===== src/sv/motor_lock_detector_unit_macros.svh =====
// ----------------------------------------------------------------------------
// Motor lock detector assertion macros
// Shared concurrent assertion forms, clocked on i_clk and held off in reset.
// ----------------------------------------------------------------------------
`ifndef MOTOR_LOCK_DETECTOR_UNIT_MACROS_SVH
`define MOTOR_LOCK_DETECTOR_UNIT_MACROS_SVH

// Same-cycle implication.
`define MLD_ASSERT(label, ante, cons, msg) \
    label: assert property (@(posedge i_clk) disable iff (!i_rst_n) \
        (ante) |-> (cons)) else $error(msg);

// Next-cycle implication.
`define MLD_ASSERT_NEXT(label, ante, cons, msg) \
    label: assert property (@(posedge i_clk) disable iff (!i_rst_n) \
        (ante) |=> (cons)) else $error(msg);

`endif


===== src/sv/mld_pkg.sv =====
// ----------------------------------------------------------------------------
// Motor lock detector package
// Shared types, register map and helper function.
// ----------------------------------------------------------------------------
package mld_pkg;

    localparam int TIME_WIDTH_DEF = 32;
    localparam int ADDR_W         = 5;
    localparam int DATA_W         = 32;
    localparam int REG_IDX_W      = ADDR_W - 2;

    // Register indexes
    localparam logic [REG_IDX_W-1:0] REG_DUTY_THR   = 3'd0;
    localparam logic [REG_IDX_W-1:0] REG_SPEED_THR  = 3'd1;
    localparam logic [REG_IDX_W-1:0] REG_TRIP_DUR   = 3'd2;
    localparam logic [REG_IDX_W-1:0] REG_CLEAR_DUR  = 3'd3;
    localparam logic [REG_IDX_W-1:0] REG_LATCH_MODE = 3'd4;

    // Reset values
    localparam logic [15:0] DUTY_THR_RST   = 16'd16384;
    localparam logic [14:0] SPEED_THR_RST  = 15'd10;
    localparam logic [15:0] TRIP_DUR_RST   = 16'd500;
    localparam logic [15:0] CLEAR_DUR_RST  = 16'd1000;
    localparam logic        LATCH_MODE_RST = 1'b1;

    // Input actions
    localparam logic ACTION_EVAL  = 1'b0;
    localparam logic ACTION_RESET = 1'b1;

    typedef enum logic [1:0] {
        MODE_IDLE    = 2'd0,
        MODE_SUSPECT = 2'd1,
        MODE_TRIPPED = 2'd2
    } t_mode;

    typedef struct packed {
        logic [15:0] duty_lock_min;
        logic [14:0] speed_threshold;
        logic [15:0] trip_duration;
        logic [15:0] clear_duration;
        logic        latch_mode;
    } t_cfg;

    // Exact magnitude of a 16-bit two's complement value; -32768 gives 32768.
    function automatic logic [16:0] magnitude16(input logic [15:0] v);
        logic [16:0] ext;
        ext = {1'b0, v};
        return v[15] ? (17'h10000 - ext) : ext;
    endfunction

endpackage


===== src/sv/mld_if.sv =====
// ----------------------------------------------------------------------------
// Motor lock detector channel interfaces
// Valid/ready channels for the sample item and the result item.
// ----------------------------------------------------------------------------
interface mld_in_if;
    logic               valid;
    logic               ready;
    logic               action;
    logic signed [15:0] duty_cmd;
    logic signed [15:0] speed_meas;
    logic [31:0]        time_now;

    modport source (output valid, action, duty_cmd, speed_meas, time_now, input ready);
    modport sink   (input valid, action, duty_cmd, speed_meas, time_now, output ready);
endinterface

interface mld_out_if;
    logic       valid;
    logic       ready;
    logic       is_tripped;
    logic [1:0] mode_now;

    modport source (output valid, is_tripped, mode_now, input ready);
    modport sink   (input valid, is_tripped, mode_now, output ready);
endinterface


===== src/sv/mld_cfg_regs.sv =====
// ----------------------------------------------------------------------------
// Motor lock detector configuration registers
// APB-style register file holding thresholds, durations and latch mode.
// ----------------------------------------------------------------------------
module mld_cfg_regs (
    input  logic                        i_clk,
    input  logic                        i_rst_n,
    input  logic                        psel,
    input  logic                        penable,
    input  logic                        pwrite,
    input  logic [mld_pkg::ADDR_W-1:0]  paddr,
    input  logic [mld_pkg::DATA_W-1:0]  pwdata,
    output logic [mld_pkg::DATA_W-1:0]  prdata,
    output logic                        pready,
    output mld_pkg::t_cfg               o_cfg
);
    import mld_pkg::*;

    t_cfg                 r_cfg;
    logic                 wr_en;
    logic [REG_IDX_W-1:0] reg_idx;

    assign pready  = 1'b1;
    assign wr_en   = psel && penable && pwrite;
    assign reg_idx = paddr[ADDR_W-1:2];
    assign o_cfg   = r_cfg;

    always_ff @(posedge i_clk) begin
        if (!i_rst_n) begin
            r_cfg.duty_lock_min   <= DUTY_THR_RST;
            r_cfg.speed_threshold <= SPEED_THR_RST;
            r_cfg.trip_duration   <= TRIP_DUR_RST;
            r_cfg.clear_duration  <= CLEAR_DUR_RST;
            r_cfg.latch_mode      <= LATCH_MODE_RST;
        end else if (wr_en) begin
            unique case (reg_idx)
                REG_DUTY_THR:   r_cfg.duty_lock_min   <= pwdata[15:0];
                REG_SPEED_THR:  r_cfg.speed_threshold <= pwdata[14:0];
                REG_TRIP_DUR:   r_cfg.trip_duration   <= pwdata[15:0];
                REG_CLEAR_DUR:  r_cfg.clear_duration  <= pwdata[15:0];
                REG_LATCH_MODE: r_cfg.latch_mode      <= pwdata[0];
                default: ;
            endcase
        end
    end

    always_comb begin
        unique case (reg_idx)
            REG_DUTY_THR:   prdata = DATA_W'(r_cfg.duty_lock_min);
            REG_SPEED_THR:  prdata = DATA_W'(r_cfg.speed_threshold);
            REG_TRIP_DUR:   prdata = DATA_W'(r_cfg.trip_duration);
            REG_CLEAR_DUR:  prdata = DATA_W'(r_cfg.clear_duration);
            REG_LATCH_MODE: prdata = DATA_W'(r_cfg.latch_mode);
            default:        prdata = '0;
        endcase
    end

endmodule


===== src/sv/motor_lock_detector_unit.sv =====
// ----------------------------------------------------------------------------
// Motor lock detector
// Tracks idle / suspect / tripped mode from timestamped duty and speed items.
//
//   channel  dir  handshake         contents
//   i_in     in   valid/ready       action, duty_cmd, speed_meas, time_now
//   o_out    out  valid/ready       is_tripped, mode_now
//   cfg      in   psel/penable/...  five registers at byte address 4*index
//
// One item per cycle sustained while o_out is not stalled. The result register
// loads at the edge after an item is accepted unless o_out is stalled, and
// o_out offers the result from there. The mode update is one compare-and-select
// pass between the input register and the result register.
// Reset (i_rst_n low, synchronous) empties both registers and puts the
// detector in idle. A stalled o_out holds the result register, and the input
// register still takes one more item before i_in.ready drops.
// ----------------------------------------------------------------------------
`include "motor_lock_detector_unit_macros.svh"

module motor_lock_detector_unit #(
    parameter int TIME_WIDTH = mld_pkg::TIME_WIDTH_DEF
) (
    input  logic                        i_clk,
    input  logic                        i_rst_n,
    mld_in_if.sink                      i_in,
    mld_out_if.source                   o_out,
    input  logic                        psel,
    input  logic                        penable,
    input  logic                        pwrite,
    input  logic [mld_pkg::ADDR_W-1:0]  paddr,
    input  logic [mld_pkg::DATA_W-1:0]  pwdata,
    output logic [mld_pkg::DATA_W-1:0]  prdata,
    output logic                        pready
);
    import mld_pkg::*;

    t_cfg cfg;

    mld_cfg_regs u_cfg_regs (
        .i_clk   (i_clk),
        .i_rst_n (i_rst_n),
        .psel    (psel),
        .penable (penable),
        .pwrite  (pwrite),
        .paddr   (paddr),
        .pwdata  (pwdata),
        .prdata  (prdata),
        .pready  (pready),
        .o_cfg   (cfg)
    );

    // Input register
    logic        r_in_valid;
    logic        r_in_action;
    logic [15:0] r_in_duty;
    logic [15:0] r_in_speed;
    logic [31:0] r_in_time;

    // Detector state
    t_mode                 r_mode, n_mode;
    logic [TIME_WIDTH-1:0] r_susp_start, n_susp_start;
    logic                  r_clr_act, n_clr_act;
    logic [TIME_WIDTH-1:0] r_clr_start, n_clr_start;

    // Result register
    logic       r_out_valid;
    logic       r_out_tripped;
    logic [1:0] r_out_mode;

    logic                  in_fire;
    logic                  advance;
    logic                  proc;
    logic [TIME_WIDTH-1:0] now;
    logic [TIME_WIDTH-1:0] susp_elapsed;
    logic [TIME_WIDTH-1:0] clr_elapsed;
    logic [16:0]           duty_mag;
    logic [16:0]           speed_mag;
    logic                  lock;

    assign advance    = !r_out_valid || o_out.ready;
    assign i_in.ready = !r_in_valid || advance;
    assign in_fire    = i_in.valid && i_in.ready;
    assign proc       = r_in_valid && advance;

    always_ff @(posedge i_clk) begin
        if (!i_rst_n) begin
            r_in_valid <= 1'b0;
        end else if (in_fire) begin
            r_in_valid <= 1'b1;
        end else if (advance) begin
            r_in_valid <= 1'b0;
        end
    end

    always_ff @(posedge i_clk) begin
        if (in_fire) begin
            r_in_action <= i_in.action;
            r_in_duty   <= i_in.duty_cmd;
            r_in_speed  <= i_in.speed_meas;
            r_in_time   <= i_in.time_now;
        end
    end

    assign now          = TIME_WIDTH'(r_in_time);
    assign susp_elapsed = now - r_susp_start;
    assign clr_elapsed  = now - r_clr_start;
    assign duty_mag     = magnitude16(r_in_duty);
    assign speed_mag    = magnitude16(r_in_speed);
    assign lock         = (duty_mag >= {1'b0, cfg.duty_lock_min}) &&
                          (speed_mag <= {2'b00, cfg.speed_threshold});

    always_comb begin
        n_mode       = r_mode;
        n_susp_start = r_susp_start;
        n_clr_act    = r_clr_act;
        n_clr_start  = r_clr_start;
        if (r_in_action == ACTION_RESET) begin
            n_mode       = MODE_IDLE;
            n_susp_start = now;
            n_clr_act    = 1'b0;
            n_clr_start  = now;
        end else begin
            unique case (r_mode)
                MODE_SUSPECT: begin
                    if (!lock) begin
                        n_mode = MODE_IDLE;
                    end else if (susp_elapsed > TIME_WIDTH'(cfg.trip_duration)) begin
                        n_mode    = MODE_TRIPPED;
                        n_clr_act = 1'b0;
                    end
                end
                MODE_TRIPPED: begin
                    if (!cfg.latch_mode) begin
                        if (lock) begin
                            n_clr_act = 1'b0;
                        end else if (!r_clr_act) begin
                            // condition just went false: start the clear timer
                            n_clr_act   = 1'b1;
                            n_clr_start = now;
                        end else if (clr_elapsed > TIME_WIDTH'(cfg.clear_duration)) begin
                            n_mode    = MODE_IDLE;
                            n_clr_act = 1'b0;
                        end
                    end
                end
                default: begin
                    // idle, and the unused code handled as idle
                    if (lock) begin
                        n_mode       = MODE_SUSPECT;
                        n_susp_start = now;
                    end else begin
                        n_mode = MODE_IDLE;
                    end
                end
            endcase
        end
    end

    always_ff @(posedge i_clk) begin
        if (!i_rst_n) begin
            r_mode       <= MODE_IDLE;
            r_susp_start <= '0;
            r_clr_act    <= 1'b0;
            r_clr_start  <= '0;
        end else if (proc) begin
            r_mode       <= n_mode;
            r_susp_start <= n_susp_start;
            r_clr_act    <= n_clr_act;
            r_clr_start  <= n_clr_start;
        end
    end

    always_ff @(posedge i_clk) begin
        if (!i_rst_n) begin
            r_out_valid <= 1'b0;
        end else if (proc) begin
            r_out_valid <= 1'b1;
        end else if (o_out.ready) begin
            r_out_valid <= 1'b0;
        end
    end

    always_ff @(posedge i_clk) begin
        if (proc) begin
            r_out_tripped <= (n_mode == MODE_TRIPPED);
            r_out_mode    <= n_mode;
        end
    end

    assign o_out.valid      = r_out_valid;
    assign o_out.is_tripped = r_out_tripped;
    assign o_out.mode_now   = r_out_mode;

    `MLD_ASSERT(a_clr_only_tripped, r_clr_act, r_mode == MODE_TRIPPED, "clear timer outside tripped")
    `MLD_ASSERT_NEXT(a_latch_holds, proc && r_mode == MODE_TRIPPED && cfg.latch_mode && r_in_action == ACTION_EVAL, r_mode == MODE_TRIPPED, "latched trip released")
    `MLD_ASSERT_NEXT(a_no_idle_trip, proc && r_mode == MODE_IDLE, r_mode != MODE_TRIPPED, "idle jumped to tripped")
    `MLD_ASSERT(a_ready_when_empty, !r_out_valid, i_in.ready, "input stalled with empty result register")
    `MLD_ASSERT_NEXT(a_result_after_proc, proc, r_out_valid, "processed item produced no result")

endmodule


===== src/flat_wrapper.sv =====
// flat-port wrapper written by rule: the top's interface ports become plain ports
module motor_lock_detector_unit_flat import mld_pkg::*;
#(
    parameter int TIME_WIDTH = mld_pkg::TIME_WIDTH_DEF
)
  (i_clk, i_rst_n, psel, penable, pwrite, paddr, pwdata, prdata, pready, i_in_valid, i_in_action, i_in_duty_cmd, i_in_speed_meas, i_in_time_now, i_in_ready, o_out_valid, o_out_is_tripped, o_out_mode_now, o_out_ready);
  mld_in_if i_in_i ();
  mld_out_if o_out_i ();
  input  logic i_clk;
  input  logic i_rst_n;
  input  logic psel;
  input  logic penable;
  input  logic pwrite;
  input  logic [mld_pkg::ADDR_W-1:0] paddr;
  input  logic [mld_pkg::DATA_W-1:0] pwdata;
  output logic [mld_pkg::DATA_W-1:0] prdata;
  output logic pready;
  input wire logic [$bits(i_in_i.valid)-1:0] i_in_valid;
  input wire logic [$bits(i_in_i.action)-1:0] i_in_action;
  input wire logic [$bits(i_in_i.duty_cmd)-1:0] i_in_duty_cmd;
  input wire logic [$bits(i_in_i.speed_meas)-1:0] i_in_speed_meas;
  input wire logic [$bits(i_in_i.time_now)-1:0] i_in_time_now;
  output wire logic [$bits(i_in_i.ready)-1:0] i_in_ready;
  output wire logic [$bits(o_out_i.valid)-1:0] o_out_valid;
  output wire logic [$bits(o_out_i.is_tripped)-1:0] o_out_is_tripped;
  output wire logic [$bits(o_out_i.mode_now)-1:0] o_out_mode_now;
  input wire logic [$bits(o_out_i.ready)-1:0] o_out_ready;
  assign i_in_i.valid = i_in_valid;
  assign i_in_i.action = i_in_action;
  assign i_in_i.duty_cmd = i_in_duty_cmd;
  assign i_in_i.speed_meas = i_in_speed_meas;
  assign i_in_i.time_now = i_in_time_now;
  assign i_in_ready = i_in_i.ready;
  assign o_out_valid = o_out_i.valid;
  assign o_out_is_tripped = o_out_i.is_tripped;
  assign o_out_mode_now = o_out_i.mode_now;
  assign o_out_i.ready = o_out_ready;
  motor_lock_detector_unit #(.TIME_WIDTH(TIME_WIDTH)) u_core (.i_clk(i_clk), .i_rst_n(i_rst_n), .i_in(i_in_i), .o_out(o_out_i), .psel(psel), .penable(penable), .pwrite(pwrite), .paddr(paddr), .pwdata(pwdata), .prdata(prdata), .pready(pready));
endmodule

===== config.mk =====
export PLATFORM = sky130hd
export DESIGN_NAME = motor_lock_detector_unit_flat
export DESIGN_NICKNAME = d
export VERILOG_FILES = /design/src/sv/mld_pkg.sv /design/src/sv/mld_if.sv /design/src/sv/mld_cfg_regs.sv /design/src/sv/motor_lock_detector_unit.sv /design/src/flat_wrapper.sv
export VERILOG_INCLUDE_DIRS = /design/src /design/src/sv
export SDC_FILE = /design/constraint.sdc
export NUM_CORES = 1
export LEC_CHECK = 0
export CAP_MARGIN = 10
export CORE_ASPECT_RATIO = 1.2
export CORE_MARGIN = 2
export CORE_UTILIZATION = 37
export CTS_CLUSTER_SIZE = 24
export DETAILED_ROUTE_END_ITERATION = 12
export DONT_BUFFER_PORTS = 1
export SLEW_MARGIN = 15
export SYNTH_ARGS = -nofsm -noshare
export SYNTH_HDL_FRONTEND = slang
export SYNTH_SLANG_ARGS = --single-unit
export TNS_END_PERCENT = 1

===== constraint.sdc =====
create_clock -name i_clk -period 4.6 [get_ports i_clk]
set_input_delay 0.23 -clock i_clk [delete_from_list [all_inputs] [get_ports i_clk]]
set_output_delay 0.23 -clock i_clk [all_outputs]
set_load 0.1 [all_outputs]

# ---- Yosys cells after proc, flatten, opt, wreduce, memory -nomap -nowiden
# Cells that the tools add are included.
dict set report totals {
  register_bits 201
  inputBits 109
  out_inout_bits 38
}
dict set report op_classes {
  reduce_logical 24
  add_sub_neg 4
  magnitude_cmp 4
  eq_ne 14
  muxes 32
}
# op count
set op_table {}
lappend op_table {{two-way mux 32 bit} 8}
lappend op_table {{case mux 16 bit (5 select lines)} 1}
lappend op_table {{greater-than comparator 32 x 16 -> 1 bit} 2}
lappend op_table {{subtractor 32 bit} 2}
lappend op_table {{two-way mux 17 bit} 2}
lappend op_table {{subtractor 17 x 16 -> 17 bit (first input constant)} 2}
lappend op_table {{>= comparator 17 x 16 -> 1 bit} 1}
lappend op_table {{less-or-equal comparator 17 x 15 -> 1 bit} 1}
lappend op_table {{two-way mux 2 bit} 7}
lappend op_table {{two-way mux 1 bit} 12}
lappend op_table {{AND reduction 2 bit} 5}
lappend op_table {{AND reduction 5 bit} 2}
lappend op_table {{inequality test 2 x 1 -> 1 bit (second input constant)} 4}
lappend op_table {{nonzero test 2 bit} 4}
lappend op_table {{equality test 3 x 2 -> 1 bit (second input constant)} 2}
lappend op_table {{inequality test 3 x 1 -> 1 bit (second input constant)} 2}
lappend op_table {{logical AND 1 bit} 5}
lappend op_table {{equality test 2 bit (second input constant)} 2}
lappend op_table {{case mux 2 bit (2 select lines)} 1}
lappend op_table {{equality test 3 x 1 -> 1 bit (second input constant)} 1}
lappend op_table {{equality test 3 bit (second input constant)} 1}
lappend op_table {{zero test 3 bit} 1}
lappend op_table {{inequality test 3 x 2 -> 1 bit (second input constant)} 1}
lappend op_table {{AND reduction 3 bit} 1}
lappend op_table {{6 further kinds} 8}

# ---- Logic depth before layout (Yosys ltp)
dict set report depth {
  word_depth 9
  mapped_depth 19
  ltp_nobuf 19
}

# ---- Hierarchy
# Synthesis repeated with hierarchy kept, for this count alone.
dict set report unflattened {
  hier_cells 1612
  area_unflattened_um2 14088.5
}
# mod n_inst area_each_um2 cells_per_inst
set modules_own_cells {}
lappend modules_own_cells {motor_lock_detector_unit 1 10984.3 1300}
lappend modules_own_cells {mld_cfg_regs 1 3104.2 312}

# ---- Worst setup path before layout
# No wires, ideal clock.
dict set report synth_timing {
  path_type {register -> register}
  start {register u_core.r_in_time[0] (netlist: u_core.now[0])}
  end {register u_core.r_out_tripped (netlist: u_core.o_out.is_tripped), data pin}
  synth_period_minus_slack_ns 4.121
  stages_incl_launch_ff 19
  path_slack_ns 0.479
  n_path_buf 0
  t_required_ns 4.442
  arrival_ns 3.963
  setup_ns 0.158
  cell_sequence {edfxtp_1 -> inv_1 -> ha_1 -> fa_1 -> nand2b_1 -> a21oi_1 -> o21ai_1 -> o21ai_0 -> xor2_1 -> ha_1 -> and2_1 -> a221o_1 -> a221oi_1 -> mux2i_1 -> a21bo_1 -> nor4_2 -> nand4_1 -> o21ba_1 -> a211oi_2}
}
dict set report synth_between {
  elab_chain_len 9
}
# item line
set synth_rtl {}
lappend synth_rtl {{start: declaration} motor_lock_detector_unit.sv:57} ;# logic [31:0] r_in_time;
lappend synth_rtl {{start signal: assignment} motor_lock_detector_unit.sv:100} ;# r_in_time <= i_in.time_now;
lappend synth_rtl {{subtractor 32 bit} motor_lock_detector_unit.sv:106} ;# assign clr_elapsed = now - r_clr_start;
lappend synth_rtl {{greater-than comparator 32 x 16 -> 1 bit} motor_lock_detector_unit.sv:140} ;# end else if (clr_elapsed > TIME_WIDTH'(cfg.clear_duration)) begin
lappend synth_rtl {{two-way mux 2 bit} motor_lock_detector_unit.sv:140}
lappend synth_rtl {{two-way mux 2 bit} motor_lock_detector_unit.sv:136} ;# end else if (!r_clr_act) begin
lappend synth_rtl {{two-way mux 2 bit} motor_lock_detector_unit.sv:134} ;# if (lock) begin
lappend synth_rtl {{two-way mux 2 bit} motor_lock_detector_unit.sv:133} ;# if (!cfg.latch_mode) begin
lappend synth_rtl {{case mux 2 bit (2 select lines) *} motor_lock_detector_unit.sv:123} ;# unique case (r_mode)
lappend synth_rtl {{two-way mux 2 bit *} motor_lock_detector_unit.sv:117} ;# if (r_in_action == ACTION_RESET) begin
lappend synth_rtl {{equality test 2 bit *} motor_lock_detector_unit.sv:185} ;# r_out_tripped <= (n_mode == MODE_TRIPPED);
lappend synth_rtl {{end signal: assignment} motor_lock_detector_unit.sv:185}
lappend synth_rtl {{end: declaration} motor_lock_detector_unit.sv:67} ;# logic r_out_tripped;
# Every way passes the cells marked *; elsewhere a longest branch is shown, timed or not.
# A chain may end at the register's enable or synchronous reset.

# ---- Worst setup path in the final report
# Ends and elaborated chain as after synthesis.

==> results.tsv <==
metric	value	unit
clk root buf	clkbuf_16	
quantity of I/O buffers inserted on ports	0	
Power Total	5.11	mW
Initial Util	37.6	%
total number of vias	11900	
Final Cycle Share	94.9	%
Top FF cell, synth	dfxtp_1	
H-tree depth	1	
fin cells	2175	
GRT overflow	0	
count of mapped cells out of synthesis	1601	
number of buffers between clock root and the deepest sink	3	
clock tree from TritonCTS	yes	
type of origin of the critical path	flop	
result of the run	finished, final reports clean	
Largest stage delay, worst path	0.42	ns
Starting DRT DRC Count	896	
Rows	77	
category of the worst setup path capture point	flop	
Worst Clk Skew	0.0282	ns
clk slew on worst S/H paths	0.06	ns
Detail Placement HPWL	29.1	mm
sequential cell area	0.00470	mm²
areal power density over the cells	315	mW/mm²
number of distinct library cell variants in the gate-level netlist after synthesis	87	
leading post-synthesis cells by instance count	nand2_1 (199), inv_1 (148), a21oi_1 (146), dfxtp_1 (133), ha_1 (129)	
time the final worst path needs with I/O delays and setup	4.36	ns
total of flip-flops plus latches after synthesis	201	
Final Slew Violations	0	
final estimated routing congestion in global placement	0.930	
setup violators final	0	
type of the worst setup path	reg2reg	
DIE AREA	0.0391	mm²
die height	216	µm
total number of nets in the final design	1923	
Arrival @ worst endpoint	4.66	ns
Worst Hold Depth	4	
clock latency on the worst-skew pair	0.56	ns
ys async rst share	0	%
library cell with the largest summed area after synthesis	dfxtp_1	
Total Routing Usage GR	19.5	%
number of enable-type register cells in the synthesized netlist	68	
x dimension of the die	181	µm
number of global-route vias before repair	11600	
antenna-violating nets left	0	
pin count of the biggest net entering global routing	77	
share of cells above drive strength 1	8.99	%
antenna violations before repair	1	
critical-path maximum fanout	4	
detailed-route wire length	39.1	mm
Worst-Margin Slew	1.15	ns
remaining max-slew budget at the tightest pin	23.6	%
Final Hold Vio Count	0	
cell area after synthesis	0.0139	mm²
Synth-to-Final Area Change	17.1	%
Inst Count DP	2037	
top-level port count	147	
number of maximum-capacitance constraint violations	0	
final routed DRC violation total	0	
Num Clock Sinks	201	
core area	0.0369	mm²
detailed-route wire length per cell	18.0	µm
Slowest cell on crit path	edfxtp_1	
static leakage	5.95	nW
total number of yosys warnings	0	
global-route wire length before repair	61.8	mm
Via density	5.46	
peak clock frequency supported by timing	229	MHz
type of the most critical hold path	in2reg	
mean post-synth cell area	8.66	µm²
R2R cell count	18	
cells along the critical path	inv_2, ha_2, inv_1, fa_2, a211oi_4, o211ai_1, a31oi_2, xnor2_1, ha_1, nand4_1, or2_4, or3_4, o21ai_2, nand3_2, nor4_4, nand4_4, o22ai_4, a211oi_2	
CTS Buf Count	24	
footprint of the multi-input gates	0.00837	mm²
required arrival time at the worst endpoint	4.89	ns
TritonRoute pass-1 iters	6	
total of fill cells in the finished design	3617	
Peak supply drop	0.000261	V
register area share after synthesis	33.9	%
most common cell in the netlist	nand2_1	
synth top area cells	dfxtp_1 (19%), edfxtp_1 (15%), ha_1 (12%)	
share of the synthesized area in the top cell type	19.2	%
number of inserted diodes	0	
## report_power, final
part | switching (mW) | total, mW | internal (mW)
Clock | 0.793 | 1.99 | 1.20
Combinational | 0.694 | 1.15 | 0.455
Sequential | 0.0654 | 1.97 | 1.91
## area by class of cell
| type | instances | share of cell area, % |
|---|---|---|
| repair buffers | 123 | 7.20 |
| flip-flops and latches | 201 | 29.0 |
| clock inverters | 9 | 0.778 |
| clock buffers | 35 | 4.40 |
| well taps | 474 | 3.65 |
| inverters | 150 | 3.47 |
| multi-input cells | 1183 | 51.5 |
## worst max-delay path, delay by kind of cell, from the launching register on
kind / cells / cell delay, ns
AND/OR/NAND/NOR: 6 / 1.42
AO/OA/AOI/OAI: 6 / 1.09
adder cells (fa/ha/maj): 3 / 0.89
flip-flops: 1 / 0.42
buffers and inverters: 2 / 0.14
XOR/XNOR: 1 / 0.14
## through the flow
step | utilization [%] | setup TNS (ns) | area, µm² | hold slack (ns) | worst slack [ns]
after floorplan | - | 0 | 13900 | 0.329 | 0.479
after detailed placement | 38.9 | -0.00114 | 14300 | 0.329 | -0.00114
final | 44.0 | 0 | 16200 | 0.0737 | 0.235
after CTS | 43.7 | 0 | 16100 | 0.0411 | 0.0110
after global routing | 44.0 | -0.0000515 | 16200 | 0.0688 | -0.0000515
after global placement | 38.9 | 0 | 14300 | 0.327 | 0.0868
## state kept, by name, summed over array words and instances, names as in the netlist
signal and count:
u_core.r_in_action 1, u_core.r_in_speed 16, u_core.r_mode 2, u_core.r_clr_start 32, u_core.r_in_duty 16, u_core.o_out.valid 1, u_core.r_clr_act 1, u_core.u_cfg_regs.o_cfg 64
u_core.r_susp_start 32, u_core.o_out.is_tripped 1, u_core.r_in_valid 1, u_core.o_out.mode_now 2, u_core.now 32
## timing repair
action                                  CTS  global route
hold endpoints to repair                133             0
setup buffers                             0             1
hold buffers                             93             0
pin swaps                                 0            10
endpoints found under the setup margin    1             6
resized for setup                         2            28
## path summary, 6_finish.rpt
check / startpoint / endpoint / slack, ns
min reg2reg: u_core.u_cfg_regs.o_cfg[32] / u_core.u_cfg_regs.o_cfg[32] / 0.46
max: u_core.now[0] / u_core.o_out.is_tripped / 0.24
max reg2reg: u_core.now[0] / u_core.o_out.is_tripped / 0.24
min: paddr[2] / u_core.u_cfg_regs.o_cfg[57] / 0.07
## cell usage in the layout, fill, tap and decap left out, types with 6 or more instances in the layout
cell type / count
o41ai_1: 7
nor4_1: 9
o21a_1: 17
o31ai_1: 14
nand4_1: 33
mux4_2: 14
nor3_1: 14
xnor2_1: 51
nand2_1: 198
conb_1: 17
a21oi_1: 145
a211oi_1: 7
nor2b_2: 15
o211ai_1: 31
a31oi_1: 8
a21o_1: 26
or3_1: 6
inv_1: 147
buf_4: 29
nand3_1: 25
dlygate4sd3_1: 93
dfxtp_1: 133
mux2i_1: 68
nand2b_1: 12
nor2_1: 118
or4_1: 8
clkbuf_16: 26
ha_1: 127
clkbuf_1: 6
nor2b_1: 10
xor2_1: 13
o21ai_0: 60
edfxtp_1: 68
## per-layer routing
layer	track usage, %	vias up	part of all wire [%]
li1	-	5858	-
met1	24.8	5616	43
met2	34.0	343	48
met3	2.39	68	5.2
met4	6.83	0	3.3
met5	0	-	0
## cells by family (layout without fill, tap and decap cells)
logic type / count (synthesis) / count (layout) / share of synthesized area (%)
compound gates: 396 / 396 / 18.4
xor+xnor: 64 / 64 / 4.04
fa+ha+maj: 131 / 131 / 11.9
buf+inv: 232 / 317 / 7.53
flops: 201 / 201 / 33.9
mux: 83 / 83 / 7.26
other cells: 2 / 17 / 0.0541
simple gates: 492 / 492 / 16.9
Power figures use the tool's default switching activity.
